--- src/rtl/cwsig_pkg.sv ---
// shared types and constants for the convolution window index generator
`timescale 1ns / 1ps

package cwsig_pkg;

   localparam int BATCH_SIZE = 16;
   localparam int MAX_KERNEL = 8;
   localparam int MAX_DIM    = 256;

   localparam int DIM_W    = 9;
   localparam int KSZ_W    = 4;
   localparam int STRIDE_W = 4;
   localparam int PAD_W    = 3;
   localparam int POS_W    = 8;
   localparam int INDEX_W  = 16;
   localparam int BATCH_W  = 6;
   localparam int SLOT_W   = 6;
   localparam int CSR_IDX_W  = 4;
   localparam int CSR_DATA_W = 9;
   localparam int REQ_DATA_W = 16;
   localparam int RSP_DATA_W = 32;

   localparam int KCNT_W = (MAX_KERNEL > 1) ? $clog2(MAX_KERNEL) : 1;
   localparam int PROD_W = POS_W + STRIDE_W;
   localparam int BASE_W = PROD_W + 2;

   localparam logic [CSR_IDX_W-1:0] REG_INPUT_HEIGHT  = 4'd0;
   localparam logic [CSR_IDX_W-1:0] REG_INPUT_WIDTH   = 4'd1;
   localparam logic [CSR_IDX_W-1:0] REG_KERNEL_HEIGHT = 4'd2;
   localparam logic [CSR_IDX_W-1:0] REG_KERNEL_WIDTH  = 4'd3;
   localparam logic [CSR_IDX_W-1:0] REG_STRIDE_ROWS   = 4'd4;
   localparam logic [CSR_IDX_W-1:0] REG_STRIDE_COLS   = 4'd5;
   localparam logic [CSR_IDX_W-1:0] REG_PAD_ROWS      = 4'd6;
   localparam logic [CSR_IDX_W-1:0] REG_PAD_COLS      = 4'd7;

   typedef enum logic [1:0] {
      ST_IDLE,
      ST_BASE,
      ST_BOUND,
      ST_WALK
   } state_type;

   // effective (saturated) layer setup
   typedef struct packed {
      logic [DIM_W-1:0]    input_height;
      logic [DIM_W-1:0]    input_width;
      logic [KSZ_W-1:0]    kernel_height;
      logic [KSZ_W-1:0]    kernel_width;
      logic [STRIDE_W-1:0] stride_rows;
      logic [STRIDE_W-1:0] stride_cols;
      logic [PAD_W-1:0]    pad_rows;
      logic [PAD_W-1:0]    pad_cols;
   } cfg_type;

   typedef struct packed {
      logic load;
      logic base;
      logic bound;
      logic step;
   } cmd_type;

   typedef struct packed {
      logic empty;
      logic last;
      logic out_free;
   } status_type;

endpackage

--- src/rtl/cwsig_csr.sv ---
// configuration registers with saturation of sizes
`timescale 1ns / 1ps

module cwsig_csr (
   input  logic                              clock,
   input  logic                              reset,
   input  logic                              csr_valid,
   output logic                              csr_ready,
   input  logic [cwsig_pkg::CSR_IDX_W-1:0]   csr_index,
   input  logic [cwsig_pkg::CSR_DATA_W-1:0]  csr_data,
   output cwsig_pkg::cfg_type                cfg
);
   import cwsig_pkg::*;

   logic [DIM_W-1:0]    input_height_ff, input_height_in;
   logic [DIM_W-1:0]    input_width_ff, input_width_in;
   logic [KSZ_W-1:0]    kernel_height_ff, kernel_height_in;
   logic [KSZ_W-1:0]    kernel_width_ff, kernel_width_in;
   logic [STRIDE_W-1:0] stride_rows_ff, stride_rows_in;
   logic [STRIDE_W-1:0] stride_cols_ff, stride_cols_in;
   logic [PAD_W-1:0]    pad_rows_ff, pad_rows_in;
   logic [PAD_W-1:0]    pad_cols_ff, pad_cols_in;
   logic                wr;

   assign csr_ready = 1'b1;
   assign wr = csr_valid & csr_ready;

   always_comb begin
      input_height_in  = input_height_ff;
      input_width_in   = input_width_ff;
      kernel_height_in = kernel_height_ff;
      kernel_width_in  = kernel_width_ff;
      stride_rows_in   = stride_rows_ff;
      stride_cols_in   = stride_cols_ff;
      pad_rows_in      = pad_rows_ff;
      pad_cols_in      = pad_cols_ff;
      if (wr) begin
         unique case (csr_index)
            REG_INPUT_HEIGHT:  input_height_in  = csr_data[DIM_W-1:0];
            REG_INPUT_WIDTH:   input_width_in   = csr_data[DIM_W-1:0];
            REG_KERNEL_HEIGHT: kernel_height_in = csr_data[KSZ_W-1:0];
            REG_KERNEL_WIDTH:  kernel_width_in  = csr_data[KSZ_W-1:0];
            REG_STRIDE_ROWS:   stride_rows_in   = csr_data[STRIDE_W-1:0];
            REG_STRIDE_COLS:   stride_cols_in   = csr_data[STRIDE_W-1:0];
            REG_PAD_ROWS:      pad_rows_in      = csr_data[PAD_W-1:0];
            REG_PAD_COLS:      pad_cols_in      = csr_data[PAD_W-1:0];
            default: ;
         endcase
      end
   end

   always_ff @(posedge clock) begin
      if (reset) begin
         input_height_ff  <= DIM_W'(1);
         input_width_ff   <= DIM_W'(1);
         kernel_height_ff <= KSZ_W'(1);
         kernel_width_ff  <= KSZ_W'(1);
         stride_rows_ff   <= STRIDE_W'(1);
         stride_cols_ff   <= STRIDE_W'(1);
         pad_rows_ff      <= '0;
         pad_cols_ff      <= '0;
      end else begin
         input_height_ff  <= input_height_in;
         input_width_ff   <= input_width_in;
         kernel_height_ff <= kernel_height_in;
         kernel_width_ff  <= kernel_width_in;
         stride_rows_ff   <= stride_rows_in;
         stride_cols_ff   <= stride_cols_in;
         pad_rows_ff      <= pad_rows_in;
         pad_cols_ff      <= pad_cols_in;
      end
   end

   always_comb begin
      cfg.input_height  = (input_height_ff > DIM_W'(MAX_DIM)) ? DIM_W'(MAX_DIM)
                                                              : input_height_ff;
      cfg.input_width   = (input_width_ff > DIM_W'(MAX_DIM)) ? DIM_W'(MAX_DIM)
                                                             : input_width_ff;
      cfg.kernel_height = (kernel_height_ff > KSZ_W'(MAX_KERNEL)) ? KSZ_W'(MAX_KERNEL)
                                                                  : kernel_height_ff;
      cfg.kernel_width  = (kernel_width_ff > KSZ_W'(MAX_KERNEL)) ? KSZ_W'(MAX_KERNEL)
                                                                 : kernel_width_ff;
      cfg.stride_rows   = stride_rows_ff;
      cfg.stride_cols   = stride_cols_ff;
      cfg.pad_rows      = pad_rows_ff;
      cfg.pad_cols      = pad_cols_ff;
   end

endmodule

--- src/rtl/cwsig_ctrl.sv ---
// sequencing state machine for the window walk
`timescale 1ns / 1ps

module cwsig_ctrl (
   input  logic                  clock,
   input  logic                  reset,
   input  logic                  req_tvalid,
   output logic                  req_tready,
   input  cwsig_pkg::status_type status,
   output cwsig_pkg::cmd_type    cmd
);
   import cwsig_pkg::*;

   state_type state_ff, state_in;

   always_comb begin
      state_in = state_ff;
      unique case (state_ff)
         ST_IDLE:  if (req_tvalid) state_in = ST_BASE;
         ST_BASE:  state_in = ST_BOUND;
         ST_BOUND: state_in = ST_WALK;
         ST_WALK: begin
            if (status.empty) state_in = ST_IDLE;
            else if (status.out_free && status.last) state_in = ST_IDLE;
         end
         default:  state_in = ST_IDLE;
      endcase
   end

   always_comb begin
      cmd        = '0;
      req_tready = 1'b0;
      unique case (state_ff)
         ST_IDLE: begin
            req_tready = 1'b1;
            cmd.load   = req_tvalid;
         end
         ST_BASE:  cmd.base  = 1'b1;
         ST_BOUND: cmd.bound = 1'b1;
         ST_WALK:  cmd.step  = !status.empty && status.out_free;
         default: ;
      endcase
   end

   always_ff @(posedge clock) begin
      if (reset) begin
         state_ff <= ST_IDLE;
      end else begin
         state_ff <= state_in;
      end
   end

endmodule

--- src/rtl/cwsig_dp.sv ---
// window bounds, coordinate walk, index arithmetic and result register
`timescale 1ns / 1ps

module cwsig_dp (
   input  logic                              clock,
   input  logic                              reset,
   input  cwsig_pkg::cfg_type                cfg,
   input  cwsig_pkg::cmd_type                cmd,
   output cwsig_pkg::status_type             status,
   input  logic [cwsig_pkg::POS_W-1:0]       out_row,
   input  logic [cwsig_pkg::POS_W-1:0]       out_col,
   output logic                              rsp_valid,
   input  logic                              rsp_ready,
   output logic [cwsig_pkg::INDEX_W-1:0]     spine_index,
   output logic [cwsig_pkg::BATCH_W-1:0]     batch_number,
   output logic [cwsig_pkg::SLOT_W-1:0]      slot_in_batch,
   output logic                              batch_end,
   output logic                              run_end
);
   import cwsig_pkg::*;

   logic [POS_W-1:0]         held_row_ff, held_col_ff;
   logic signed [BASE_W-1:0] base_row_ff, base_col_ff;
   logic signed [BASE_W-1:0] base_row_in, base_col_in;
   logic [PROD_W-1:0]        row_prod, col_prod;

   logic signed [BASE_W-1:0] lo_r_s, lo_c_s, hi_r_k, hi_r_d, hi_c_k, hi_c_d;
   logic signed [BASE_W-1:0] hi_r_s, hi_c_s;
   logic [KCNT_W-1:0]        lo_r, lo_c;
   logic                     empty_in;

   logic [KCNT_W-1:0]        r_lo_ff, r_hi_ff, c_lo_ff, c_hi_ff;
   logic [KCNT_W-1:0]        r_ff, c_ff;
   logic [POS_W-1:0]         hr_ff, wc_ff, wc_start_ff;
   logic                     empty_ff;
   logic [SLOT_W-1:0]        slot_ff;
   logic [BATCH_W-1:0]       batch_ff;
   logic                     last_pos, slot_wrap;
   logic [POS_W+DIM_W-1:0]   index_sum;

   logic                     rsp_valid_ff;
   logic [INDEX_W-1:0]       index_ff;
   logic [BATCH_W-1:0]       rsp_batch_ff;
   logic [SLOT_W-1:0]        rsp_slot_ff;
   logic                     batch_end_ff, run_end_ff;

   // window origin in input coordinates
   assign row_prod    = PROD_W'(held_row_ff) * PROD_W'(cfg.stride_rows);
   assign col_prod    = PROD_W'(held_col_ff) * PROD_W'(cfg.stride_cols);
   assign base_row_in = BASE_W'(row_prod) - BASE_W'(cfg.pad_rows);
   assign base_col_in = BASE_W'(col_prod) - BASE_W'(cfg.pad_cols);

   // valid kernel offsets form a rectangle
   assign lo_r   = base_row_ff[BASE_W-1] ? KCNT_W'(BASE_W'(0) - base_row_ff) : '0;
   assign lo_c   = base_col_ff[BASE_W-1] ? KCNT_W'(BASE_W'(0) - base_col_ff) : '0;
   assign lo_r_s = BASE_W'(lo_r);
   assign lo_c_s = BASE_W'(lo_c);
   assign hi_r_k = BASE_W'(cfg.kernel_height) - BASE_W'(1);
   assign hi_c_k = BASE_W'(cfg.kernel_width) - BASE_W'(1);
   assign hi_r_d = BASE_W'(cfg.input_height) - BASE_W'(1) - base_row_ff;
   assign hi_c_d = BASE_W'(cfg.input_width) - BASE_W'(1) - base_col_ff;
   assign hi_r_s = (hi_r_k < hi_r_d) ? hi_r_k : hi_r_d;
   assign hi_c_s = (hi_c_k < hi_c_d) ? hi_c_k : hi_c_d;
   assign empty_in = (hi_r_s < lo_r_s) || (hi_c_s < lo_c_s);

   assign last_pos  = (r_ff == r_hi_ff) && (c_ff == c_hi_ff);
   assign slot_wrap = (slot_ff == SLOT_W'(BATCH_SIZE - 1));
   assign index_sum = (POS_W+DIM_W)'(hr_ff) * (POS_W+DIM_W)'(cfg.input_width)
                      + (POS_W+DIM_W)'(wc_ff);

   always_ff @(posedge clock) begin
      if (cmd.load) begin
         held_row_ff <= out_row;
         held_col_ff <= out_col;
      end
      if (cmd.base) begin
         base_row_ff <= base_row_in;
         base_col_ff <= base_col_in;
      end
      if (cmd.bound) begin
         r_lo_ff     <= lo_r;
         c_lo_ff     <= lo_c;
         r_hi_ff     <= KCNT_W'(hi_r_s);
         c_hi_ff     <= KCNT_W'(hi_c_s);
         r_ff        <= lo_r;
         c_ff        <= lo_c;
         hr_ff       <= base_row_ff[BASE_W-1] ? '0 : POS_W'(base_row_ff);
         wc_ff       <= base_col_ff[BASE_W-1] ? '0 : POS_W'(base_col_ff);
         wc_start_ff <= base_col_ff[BASE_W-1] ? '0 : POS_W'(base_col_ff);
         slot_ff     <= '0;
         batch_ff    <= '0;
      end else if (cmd.step) begin
         if (c_ff == c_hi_ff) begin
            c_ff  <= c_lo_ff;
            wc_ff <= wc_start_ff;
            r_ff  <= r_ff + KCNT_W'(1);
            hr_ff <= hr_ff + POS_W'(1);
         end else begin
            c_ff  <= c_ff + KCNT_W'(1);
            wc_ff <= wc_ff + POS_W'(1);
         end
         if (slot_wrap) begin
            slot_ff  <= '0;
            batch_ff <= batch_ff + BATCH_W'(1);
         end else begin
            slot_ff <= slot_ff + SLOT_W'(1);
         end
      end
      if (cmd.step) begin
         index_ff     <= INDEX_W'(index_sum);
         rsp_batch_ff <= batch_ff;
         rsp_slot_ff  <= slot_ff;
         batch_end_ff <= last_pos || slot_wrap;
         run_end_ff   <= last_pos;
      end
   end

   always_ff @(posedge clock) begin
      if (reset) begin
         empty_ff     <= 1'b0;
         rsp_valid_ff <= 1'b0;
      end else begin
         if (cmd.bound) empty_ff <= empty_in;
         if (cmd.step) rsp_valid_ff <= 1'b1;
         else if (rsp_ready) rsp_valid_ff <= 1'b0;
      end
   end

   assign status.empty    = empty_ff;
   assign status.last     = last_pos;
   assign status.out_free = !rsp_valid_ff || rsp_ready;

   assign rsp_valid     = rsp_valid_ff;
   assign spine_index   = index_ff;
   assign batch_number  = rsp_batch_ff;
   assign slot_in_batch = rsp_slot_ff;
   assign batch_end     = batch_end_ff;
   assign run_end       = run_end_ff;

   a_step_into_free_slot: assert property (@(posedge clock) disable iff (reset)
      cmd.step |-> (!rsp_valid_ff || rsp_ready))
      else $error("result register overwritten while stalled");

   a_walk_inside_window: assert property (@(posedge clock) disable iff (reset)
      cmd.step |-> (r_ff <= r_hi_ff) && (r_ff >= r_lo_ff)
                   && (c_ff <= c_hi_ff) && (c_ff >= c_lo_ff))
      else $error("walk left the valid window");

   a_run_end_marks_batch_end: assert property (@(posedge clock) disable iff (reset)
      cmd.step && last_pos |=> rsp_valid_ff && run_end_ff && batch_end_ff)
      else $error("last result of a run not closing its batch");

   a_no_step_when_empty: assert property (@(posedge clock) disable iff (reset)
      cmd.step |-> !empty_ff)
      else $error("result issued for an empty window");

endmodule

--- src/rtl/conv_window_spine_id_generator.sv ---
// top level of the convolution window index generator
`timescale 1ns / 1ps

// Takes one output position per transaction and returns the flat input indices
// of its kernel window that fall inside the input map, row-major, one per cycle
// while rsp_tready does not stall. An item first goes through setup (capture,
// window origin, window bounds), then the walk, which issues one index per valid
// position; a window wholly in the padding gives no result (the setup plus one
// walk step that finds the window empty). The walk unit visits only in-range
// positions, so the cost is set by the count of valid indices and by
// back-pressure on rsp_tready. A new position is taken once the last index of
// the previous one sits in the result register.
module conv_window_spine_id_generator (
   input  logic                              clock,
   input  logic                              reset,
   input  logic                              req_tvalid,
   output logic                              req_tready,
   input  logic [cwsig_pkg::REQ_DATA_W-1:0]  req_tdata,  // out_row, out_col
   output logic                              rsp_tvalid,
   input  logic                              rsp_tready,
   output logic [cwsig_pkg::RSP_DATA_W-1:0]  rsp_tdata,  // spine_index, batch_number,
                                                         // slot_in_batch, zero fill
   output logic                              rsp_tuser,  // batch_end
   output logic                              rsp_tlast,
   input  logic                              csr_valid,
   output logic                              csr_ready,
   input  logic [cwsig_pkg::CSR_IDX_W-1:0]   csr_index,
   input  logic [cwsig_pkg::CSR_DATA_W-1:0]  csr_data
);
   import cwsig_pkg::*;

   cfg_type            cfg;
   cmd_type            cmd;
   status_type         status;
   logic [INDEX_W-1:0] spine_index;
   logic [BATCH_W-1:0] batch_number;
   logic [SLOT_W-1:0]  slot_in_batch;

   cwsig_csr u_csr (
      .clock     (clock),
      .reset     (reset),
      .csr_valid (csr_valid),
      .csr_ready (csr_ready),
      .csr_index (csr_index),
      .csr_data  (csr_data),
      .cfg       (cfg)
   );

   cwsig_ctrl u_ctrl (
      .clock      (clock),
      .reset      (reset),
      .req_tvalid (req_tvalid),
      .req_tready (req_tready),
      .status     (status),
      .cmd        (cmd)
   );

   cwsig_dp u_dp (
      .clock         (clock),
      .reset         (reset),
      .cfg           (cfg),
      .cmd           (cmd),
      .status        (status),
      .out_row       (req_tdata[POS_W-1:0]),
      .out_col       (req_tdata[2*POS_W-1:POS_W]),
      .rsp_valid     (rsp_tvalid),
      .rsp_ready     (rsp_tready),
      .spine_index   (spine_index),
      .batch_number  (batch_number),
      .slot_in_batch (slot_in_batch),
      .batch_end     (rsp_tuser),
      .run_end       (rsp_tlast)
   );

   assign rsp_tdata = {(RSP_DATA_W-INDEX_W-BATCH_W-SLOT_W)'(0),
                       slot_in_batch, batch_number, spine_index};

endmodule

--- config.mk ---
export PLATFORM = sky130hd
export DESIGN_NAME = conv_window_spine_id_generator
export DESIGN_NICKNAME = d
export VERILOG_FILES = /design/src/rtl/cwsig_pkg.sv /design/src/rtl/cwsig_csr.sv /design/src/rtl/cwsig_ctrl.sv /design/src/rtl/cwsig_dp.sv /design/src/rtl/conv_window_spine_id_generator.sv
export SDC_FILE = /design/constraint.sdc
export NUM_CORES = 1
export LEC_CHECK = 0
export BUFFER_PORTS_ARGS = -buffer_cell sky130_fd_sc_hd__buf_2
export CAP_MARGIN = 15
export CORE_MARGIN = 2
export CORE_UTILIZATION = 45
export CTS_BUF_LIST = sky130_fd_sc_hd__clkbuf_8
export CTS_CLUSTER_DIAMETER = 120
export CTS_CLUSTER_SIZE = 30
export DETAILED_ROUTE_END_ITERATION = 12
export SYNTH_ARGS = -nofsm -noshare
export SYNTH_HDL_FRONTEND = slang
export SYNTH_SLANG_ARGS = --single-unit
export TNS_END_PERCENT = 20
--- constraint.sdc ---
create_clock -name clock -period 7.2 [get_ports clock]
set_input_delay 0.72 -clock clock [delete_from_list [all_inputs] [get_ports clock]]
set_output_delay 0.72 -clock clock [all_outputs]
set_load 0.02 [all_outputs]
==> results of run 1 <==
## flip-flops by register name, indices dropped and copies added (netlist names), 8 cells and up
| register | flops |
|---|---|
| u_dp.spine_index | 16 |
| u_csr.input_height_ff | 9 |
| u_dp.hr_ff | 8 |
| u_dp.base_col_ff | 13 |
| u_dp.base_row_ff | 13 |
| u_csr.input_width_ff | 9 |
| u_dp.wc_ff | 8 |
| u_dp.held_row_ff | 8 |
| u_dp.held_col_ff | 8 |
| u_dp.wc_start_ff | 8 |
## power groups by stage
stage	Combinational [mW]	Sequential (mW)	Clock (mW)
2_1_floorplan	1.48	1.49	0
3_3_place_gp	1.82	1.56	0
3_5_place_dp	1.86	1.57	0
4_1_cts	1.87	1.55	0.715
5_1_grt	2.14	1.57	0.745
6_report	1.86	1.54	0.691
## cells by family after synthesis
family	after synthesis	synth area share (%)
xor gates and xnor gates	93	5.97
AOI/OAI and AO/OA	174	8.54
other	2	0.0550
buffers and inverters	227	6.39
adders and majority gates	241	26.4
DFF	167	32.6
muxes	46	3.47
and+or+nand+nor	466	16.5
## final timing paths
path | end | start | slack [ns] | cells after the start
setup / recovery | u_dp.empty_ff$_SDFFE_PP0P_ | u_csr.input_width_ff[8]$_SDFFE_PP0P_ | 1.12 | 21
setup reg to reg | u_dp.empty_ff$_SDFFE_PP0P_ | u_csr.input_width_ff[8]$_SDFFE_PP0P_ | 1.12 | 21
hold reg to reg | u_dp.batch_number[5]$_DFFE_PP_ | u_dp.batch_ff[5]$_SDFFE_PP0P_ | 0.47 | 0
hold / removal | u_dp.held_row_ff[6]$_DFFE_PP_ | req_tdata[6] | 0.42 | 1
## cell usage after synthesis (3+ instances only)
library cell,instances,area [µm²]
inv_1,176,661
nor4_1,4,25.0
nand2b_1,24,150
o22ai_1,6,37.5
edfxtp_1,111,3330
nand2_1,137,514
o21a_1,11,82.6
a21o_1,13,97.6
and4_1,3,26.3
o2111ai_1,5,43.8
a211oi_1,7,52.6
a21oi_1,45,225
and3_1,8,50.1
and2_1,64,400
clkbuf_1,43,161
nor3b_1,4,30.0
nand3b_1,5,37.5
o41a_1,3,33.8
o21bai_1,9,67.6
a31oi_1,5,31.3
nor2_1,119,447
o21ai_0,35,175
o31ai_1,5,37.5
nand4_1,10,62.6
fa_1,79,1580
nand3_1,27,135
mux2i_1,42,420
nor3_1,24,120
ha_1,162,2030
nor2b_1,26,163
a211o_1,8,70.1
buf_4,5,37.5
or3_1,3,18.8
o21ai_1,7,35.0
dfxtp_1,56,1120
xnor2_1,58,508
xor2_1,35,307
## metrics by stage
stage               total power, mW  hold WS (ns)  util, %  setup slack [ns]  instance area (µm²)
finish                         4.09         0.420     49.5              1.12                14700
global route                   4.46         0.391     49.5             0.528                14700
CTS                            4.13         0.391     49.5              1.17                14700
detailed placement             3.43         0.445     48.2              1.22                14300
global placement               3.39         0.443     48.2              1.24                14300
floorplan                      2.97         0.428        -              2.10                13700
## routing by layer
metal / track usage (%) / vias to the layer above / wire, µm
met1: 23.8 / 4431 / 12900
met3: 2.32 / 26 / 938
li1: - / 4820 / -
met2: 29.1 / 177 / 12200
met4: 4.88 / 0 / 444
met5: 0 / - / 0
## final cells by class
class	instances	area [µm²]
flip-flops and latches	167	4450
clock buffers	18	248
well taps	390	488
inverters	177	664
fillers	2801	15000
clock inverters	14	145
repair buffers	70	370
multi-input cells	1025	8350
==> flow_summary.toml, run 1 <==
[outcome]
status = "completed"

[placement]
dp.cells = 1828
io_buffer_count = 65
hpwl_um = 21100
place_congestion = 0.862

[final_layout]
diodes = 0
final_cell_mix = "176 x inv_1, 161 x ha_1, 137 x nand2_1"
stdcell_count = 1861
drive_gt1_share_pct = 7.95
nNetsFinal = 1733
area_delta_synth_final_pct = 7.84
layout_commonest_cell = "inv_1"

[synth]
async_reset_ff_share_pct = 0
synth_edf_count = 111
ys_types = 63
synth-seq-cells = 167
avgSynthCellArea_um2 = 9.64
synthCells = 1416
ys_seq_area_share_pct = 32.6
syn-cell-area_um2 = 13600
synth_ff_type = "edfxtp_1"
yosysWarnings = 0

[clock_network]
cts_hold_buf = 0
cts_buffer_depth = 2
root_buffer = "clkbuf_8"
htree_levels = 4
cts.reportedPaths.clkPinSlew_ns = 0.11
ctsResizeCount = 0
postCtsSetupBuffers = 0
cts.sinks = 167
cts_tree = "yes"
cts_made_buffers = 17
clk-insertion-delay-late_ns = 0.47

[critical_path]
cp_num_buf_inv = 0
crit_path_end_kind = "register"
path_delay_family = "compound AO/OA/AOI/OAI gates"
worst_setup_path_start_kind = "register"
crit_chain = "nor2b_1 -> nor3_1 -> nand2_1 -> xnor2_1 -> ha_1 -> a211oi_1 -> and4_1 -> nor3_1 -> o21a_1 -> o31ai_1 -> ha_1 -> a21oi_1 -> a21oi_1 -> a2111oi_0 -> a31o_1 -> mux2_2 -> ha_1 -> o21a_1 -> o311a_1 -> nor3_1 -> a211o_1"
cp_data_arrival_time_ns = 6.43
slowest_stage = "dfxtp_1"
cp.required_ns = 7.55
path_max_fanout = 19
path_class = "reg2reg"
critical-path-max-stage-delay_ns = 0.67

[floorplanning]
core_area_um2 = 29700
die_h_um = 178
start_util_pct = 45.9
rows = 63
ios = 71
dieArea_um2 = 31700
die_w_um = 178

[routing]
drc = 0
ant_nets = 0
initialDrtViolationCount = 394
post_drt_via_cell_ratio = 5.08
wirelength_um = 26500
wl_per_cell_um = 14.2
vias = 9454
first_pass_iters = 5

[power]
ir_worst_vdd_mv = 0.156
pwr-share-comb_pct = 45.5
seqPwrFrac_pct = 37.7
leakage_nw = 6.71
p_sw_mw = 1.67
cellPowerDensity_nw_per_um2 = 278
p_int_mw = 2.42
power_frac_clock_pct = 16.9
sw_frac_of_total_pct = 40.8

[sta]
layout_worst_path_cycle_share_pct = 84.4
finalMaxSlewViolations = 0
finClkSkew_ns = 0.0177
rsz0062_at_grt = "no"
slew-limit-headroom_pct = 42.8
final_hold_viol_count = 0
finalSetupTns_ns = 0
layout_min_cycle_time_ns = 6.08
finalSetupViolCount = 0
tightest_slew_ns = 0.856
fmax_mhz = 165

[hold_path]
hold_path_class = "in2reg"

[grt]
grt_usage_pct = 17.5
antenna_found_initial = 0
grt_pass1_wl_um = 44200
grt_pass1_vias = 9081
overflow = 0
grt_max_degree = 51

[run]
maxCapViolations = 0
(Power assumes the default switching activity.)
==> inputs of run 2 (changes only) <==
clock period = 5 ns   (was 7.2 ns; I/O delays follow)
==> flow_summary.toml, run 2 (synthesis results as in run 1) <==
[floorplanning]
core_area_um2 = 29700
ios = 71
die_w_um = 178
start_util_pct = 45.9
dieArea_um2 = 31700
die_h_um = 178
rows = 63

[critical_path]
cp.required_ns = 5.34
r2r_slack_ns = 0.04
path_delay_family = "compound AO/OA/AOI/OAI gates"
crit_path_end_kind = "register"
path_class = "reg2reg"
worst_setup_path_start_kind = "register"
crit_chain = "buf_6 -> nor2b_4 -> buf_6 -> nor3_4 -> nand2_2 -> xnor2_2 -> ha_1 -> a211oi_2 -> and4_4 -> nor3_4 -> o21a_1 -> o31ai_2 -> ha_1 -> a21oi_2 -> a21oi_2 -> a2111oi_4 -> a31o_1 -> mux2_4 -> ha_4 -> o21a_1 -> o311a_1 -> nor3_2 -> a211o_1"
cp_num_cells = 23
cp_num_buf_inv = 2
path_max_fanout = 7
cp_data_arrival_time_ns = 5.29
r2r_cells = 23
slowest_stage = "dfxtp_4"
regToRegEndpoint = "u_dp.empty_ff$_SDFFE_PP0P_"
critical-path-max-stage-delay_ns = 0.42
r2r_start = "u_csr.input_width_ff[8]$_SDFFE_PP0P_"

[routing]
first_pass_iters = 5
post_drt_via_cell_ratio = 5.06
wl_per_cell_um = 14.2
vias = 9836
initialDrtViolationCount = 474
drc = 0
wirelength_um = 27700
ant_nets = 0

[sta]
finalSetupViolCount = 0
fmax_mhz = 202
tightest_slew_ns = 0.805
rsz0062_at_grt = "yes"
slew-limit-headroom_pct = 46.3
finClkSkew_ns = 0.0192
finalSetupTns_ns = 0
finalMaxSlewViolations = 0
layout_min_cycle_time_ns = 4.96
layout_worst_path_cycle_share_pct = 99.2
final_hold_viol_count = 0

[power]
ir_worst_vdd_mv = 0.279
cellPowerDensity_nw_per_um2 = 400
leakage_nw = 7.21

[hold_path]
hold_path_class = "in2reg"
min_path_cells = 1
min_from = "req_tdata[9]"
min_to = "u_dp.held_col_ff[1]$_DFFE_PP_"

[final_layout]
diodes = 0
fillers = 2741
area_delta_synth_final_pct = 14.9
final_cell_area_um2 = 15700
largest_reg_flops = 16
nNetsFinal = 1814
multiInputGateArea_um2 = 8660
layout_commonest_cell = "inv_1"
drive_gt1_share_pct = 16.8
final_cell_mix = "175 x inv_1, 155 x ha_1, 134 x nand2_1"
seq_area_um2 = 4460

[grt]
grt_pass1_wl_um = 45400
grt_max_degree = 49
overflow = 0
antenna_found_initial = 0
grt_pass1_vias = 9568
grt_usage_pct = 17.8

[clock_network]
cts_buffer_depth = 2
cts_hold_buf = 0
cts_tree = "yes"
root_buffer = "clkbuf_8"
cts_made_buffers = 17
htree_levels = 4
cts.sinks = 167
clk-insertion-delay-late_ns = 0.46
cts.reportedPaths.clkPinSlew_ns = 0.09

[outcome]
status = "completed"

[placement]
place_congestion = 0.882
hpwl_um = 22100
io_buffer_count = 65
placed_area_um2 = 14800

[run]
maxCapViolations = 0
## run 2: area by class of cell
type	count	share of cell area, %
Multi-Input combinational cell	1025	55.2
Sequential cell	167	28.4
Timing Repair Buffer	151	6.43
Inverter	177	4.24
Tap cell	390	3.11
Clock buffer	18	1.58
Clock inverter	14	0.973
## run 2: through the flow
stage	power, mW	hold slack [ns]	utilization (%)	std cells	setup WS, ns
2_1_floorplan	4.28	0.428	-	1419	0.00313
3_3_place_gp	5.04	0.441	49.8	1894	-0.0635
3_5_place_dp	5.11	0.449	49.8	1894	-0.251
4_1_cts	6.10	0.187	51.3	1926	0.00459
5_1_grt	6.80	0.185	52.8	1942	-0.122
6_report	6.28	0.218	52.8	1942	0.0407
## run 2: worst max-delay path by stage
| stage | slack (ns) | from | to |
|---|---|---|---|
| 2_1_floorplan | 0.003 | u_csr.input_width_ff[8]$_SDFFE_PP0P_ | u_dp.empty_ff$_SDFFE_PP0P_ |
| 3_3_place_gp | -0.06 | u_csr.input_width_ff[8]$_SDFFE_PP0P_ | u_dp.empty_ff$_SDFFE_PP0P_ |
| 3_5_place_dp | -0.25 | u_csr.input_width_ff[8]$_SDFFE_PP0P_ | u_dp.empty_ff$_SDFFE_PP0P_ |
| 4_1_cts | 0.005 | u_csr.input_width_ff[2]$_SDFFE_PP0P_ | u_dp.empty_ff$_SDFFE_PP0P_ |
| 5_1_grt | -0.12 | u_csr.input_width_ff[8]$_SDFFE_PP0P_ | u_dp.empty_ff$_SDFFE_PP0P_ |
| 6_report | 0.04 | u_csr.input_width_ff[8]$_SDFFE_PP0P_ | u_dp.empty_ff$_SDFFE_PP0P_ |
## run 2: power breakdown
part | total (mW) | internal, mW | leakage (nW) | switching (mW)
combinational | 3.14 | 1.40 | 5.52 | 1.73
sequential | 2.19 | 1.97 | 1.49 | 0.225
clock | 0.952 | 0.390 | 0.205 | 0.562
## run 2: repair_timing
action                                  4_1_cts  5_1_grt
pin swaps                                     1       42
buffers inserted                              0       15
endpoints found under the setup margin        2        3
resized for setup                            11       74
## run 2: routing by layer
layer,track usage (%),routed length (µm),vias up
met1,24.2,13100,4634
met2,30.7,13200,179
li1,-,-,4997
met3,2.28,960,26
met5,0,0,-
met4,3.42,356,0
==> inputs of run 3 (changes only) <==
CORE_MARGIN = 3   (was 2)
==> flow_summary.toml, run 3 (synthesis results as in run 1) <==
[critical_path]
critical-path-max-stage-delay_ns = 0.59
cp.required_ns = 5.23
cp_num_cells = 17
path_max_fanout = 8
crit_chain = "nor2b_2 -> buf_4 -> buf_4 -> nand2_1 -> fa_1 -> fa_1 -> inv_1 -> fa_1 -> fa_1 -> ha_4 -> a21boi_1 -> o21ai_1 -> nand2b_1 -> a21o_1 -> a41o_1 -> o41a_1 -> xnor2_1"
slowest_stage = "fa_1"
r2r_start = "u_csr.input_width_ff[8]$_SDFFE_PP0P_"
crit_path_end = "u_dp.spine_index[15]$_DFFE_PP_"
cp-startpoint = "u_csr.input_width_ff[8]$_SDFFE_PP0P_"
r2r_cells = 17
cp_num_buf_inv = 3
r2r_slack_ns = 0.20
path_delay_family = "adder cells"
crit_path_end_kind = "register"
cp_data_arrival_time_ns = 5.03
worst_setup_path_start_kind = "register"
crit_path_frequent_cell = "fa_1"
path_class = "reg2reg"
regToRegEndpoint = "u_dp.spine_index[15]$_DFFE_PP_"

[grt]
grt_pass1_vias = 9790
overflow = 0
antenna_found_initial = 0
grt_max_degree = 45
grt_pass1_wl_um = 46500
grt_usage_pct = 17.0

[outcome]
status = "completed"

[floorplanning]
die_h_um = 180
die_w_um = 180
rows = 63
dieArea_um2 = 32500
ios = 71
start_util_pct = 45.8
core_area_um2 = 29800

[placement]
hpwl_um = 21800
io_buffer_count = 65
place_congestion = 0.906
dp.cells = 1895
preCtsSetupSlack_ns = -0.145

[power]
leakage_nw = 7.15
ir_worst_vdd_mv = 0.229
total_power_mw = 6.25
cellPowerDensity_nw_per_um2 = 402

[routing]
wl_per_cell_um = 14.2
vias = 9742
drc = 0
initialDrtViolationCount = 357
ant_nets = 0
wirelength_um = 27400
first_pass_iters = 5
post_drt_via_cell_ratio = 5.04

[sta]
fmax_mhz = 208
layout_worst_path_cycle_share_pct = 96.0
setup_slack_ns = 0.199
tightest_slew_ns = 0.787
rsz0062_at_grt = "yes"
finalSetupViolCount = 0
slew-limit-headroom_pct = 47.5
layout_min_cycle_time_ns = 4.80
finClkSkew_ns = 0.0227
finalMaxSlewViolations = 0
final_hold_viol_count = 0

[run]
maxCapViolations = 0

[clock_network]
cts_tree = "yes"
root_buffer = "clkbuf_8"
cts_hold_buf = 0
cts_buffer_depth = 2
clk-insertion-delay-late_ns = 0.47
cts_made_buffers = 17
cts.reportedPaths.clkPinSlew_ns = 0.11
htree_levels = 4
cts.sinks = 167

[final_layout]
utilization_pct = 52.2
fillers = 2733
nNetsFinal = 1805
layout_commonest_cell = "inv_1"
diodes = 0
multiInputGateArea_um2 = 8620
final_cell_mix = "176 x inv_1, 156 x ha_1, 136 x nand2_1"
seq_area_um2 = 4460
area_delta_synth_final_pct = 14.1
largest_reg_flops = 16
drive_gt1_share_pct = 15.5
stdcell_count = 1933

[hold_path]
hold_path_class = "in2reg"
[run 3: cell count changes in the layout (fill, tap and decap cells not counted), sizes merged]
cell      delta
clkinv       -1
bufinv       +1
buf          -9
clkinvlp     +1
clkbuf       -1
[run 3: cell type report]
class                           instances  area share [%]
Tap cell                              390            3.13
Timing Repair Buffer                  142            5.92
Multi-Input combinational cell       1025            55.4
Clock buffer                           17            1.50
Inverter                              177            4.27
Clock inverter                         15            1.15
Sequential cell                       167            28.7
[run 3: what timing repair did]
item / in CTS / in global routing
setup endpoints to repair: 2 / 3
setup buffers: 0 / 5
resized for setup: 5 / 62
pin swaps: 0 / 27
[run 3: worst min path at each step]
stage                                  startpoint                             end  depth (start not counted)
global route                         req_tdata[1]   u_dp.held_row_ff[1]$_DFFE_PP_                          1
finish                               req_tdata[4]   u_dp.held_row_ff[4]$_DFFE_PP_                          1
global placement    u_dp.batch_ff[5]$_SDFFE_PP0P_  u_dp.batch_number[5]$_DFFE_PP_                          0
floorplan           u_dp.batch_ff[5]$_SDFFE_PP0P_  u_dp.batch_number[5]$_DFFE_PP_                          0
CTS                                  req_tdata[5]   u_dp.held_row_ff[5]$_DFFE_PP_                          1
detailed placement  u_dp.batch_ff[5]$_SDFFE_PP0P_  u_dp.batch_number[5]$_DFFE_PP_                          0
[run 3: where the power goes]
part | switching, mW | total [mW] | internal, mW | leakage, nW
clock network | 0.602 | 1.03 | 0.427 | 0.207
registers | 0.229 | 2.20 | 1.97 | 1.49
logic | 1.67 | 3.03 | 1.36 | 5.46
total | 2.50 | 6.25 | 3.76 | 7.15
[run 3: per-stage QoR]
stage	hold slack (ns)	setup TNS [ns]	cell area, µm²
final	0.211	0	15600
after CTS	0.173	0	15200
after global placement	0.441	-0.0432	14800
after global routing	0.175	-0.0657	15600
after detailed placement	0.449	-0.145	14800
after floorplan	0.428	0	13700
[run 3: routing by layer]
metal	vias to the layer above	wire [µm]	part of all wire [%]	track usage (%)
li1	4969	-	-	-
met1	4574	13300	49	23.3
met2	174	12800	47	28.9
met3	25	908	3.3	2.02
met4	0	376	1.4	4.54
met5	-	0	0	0
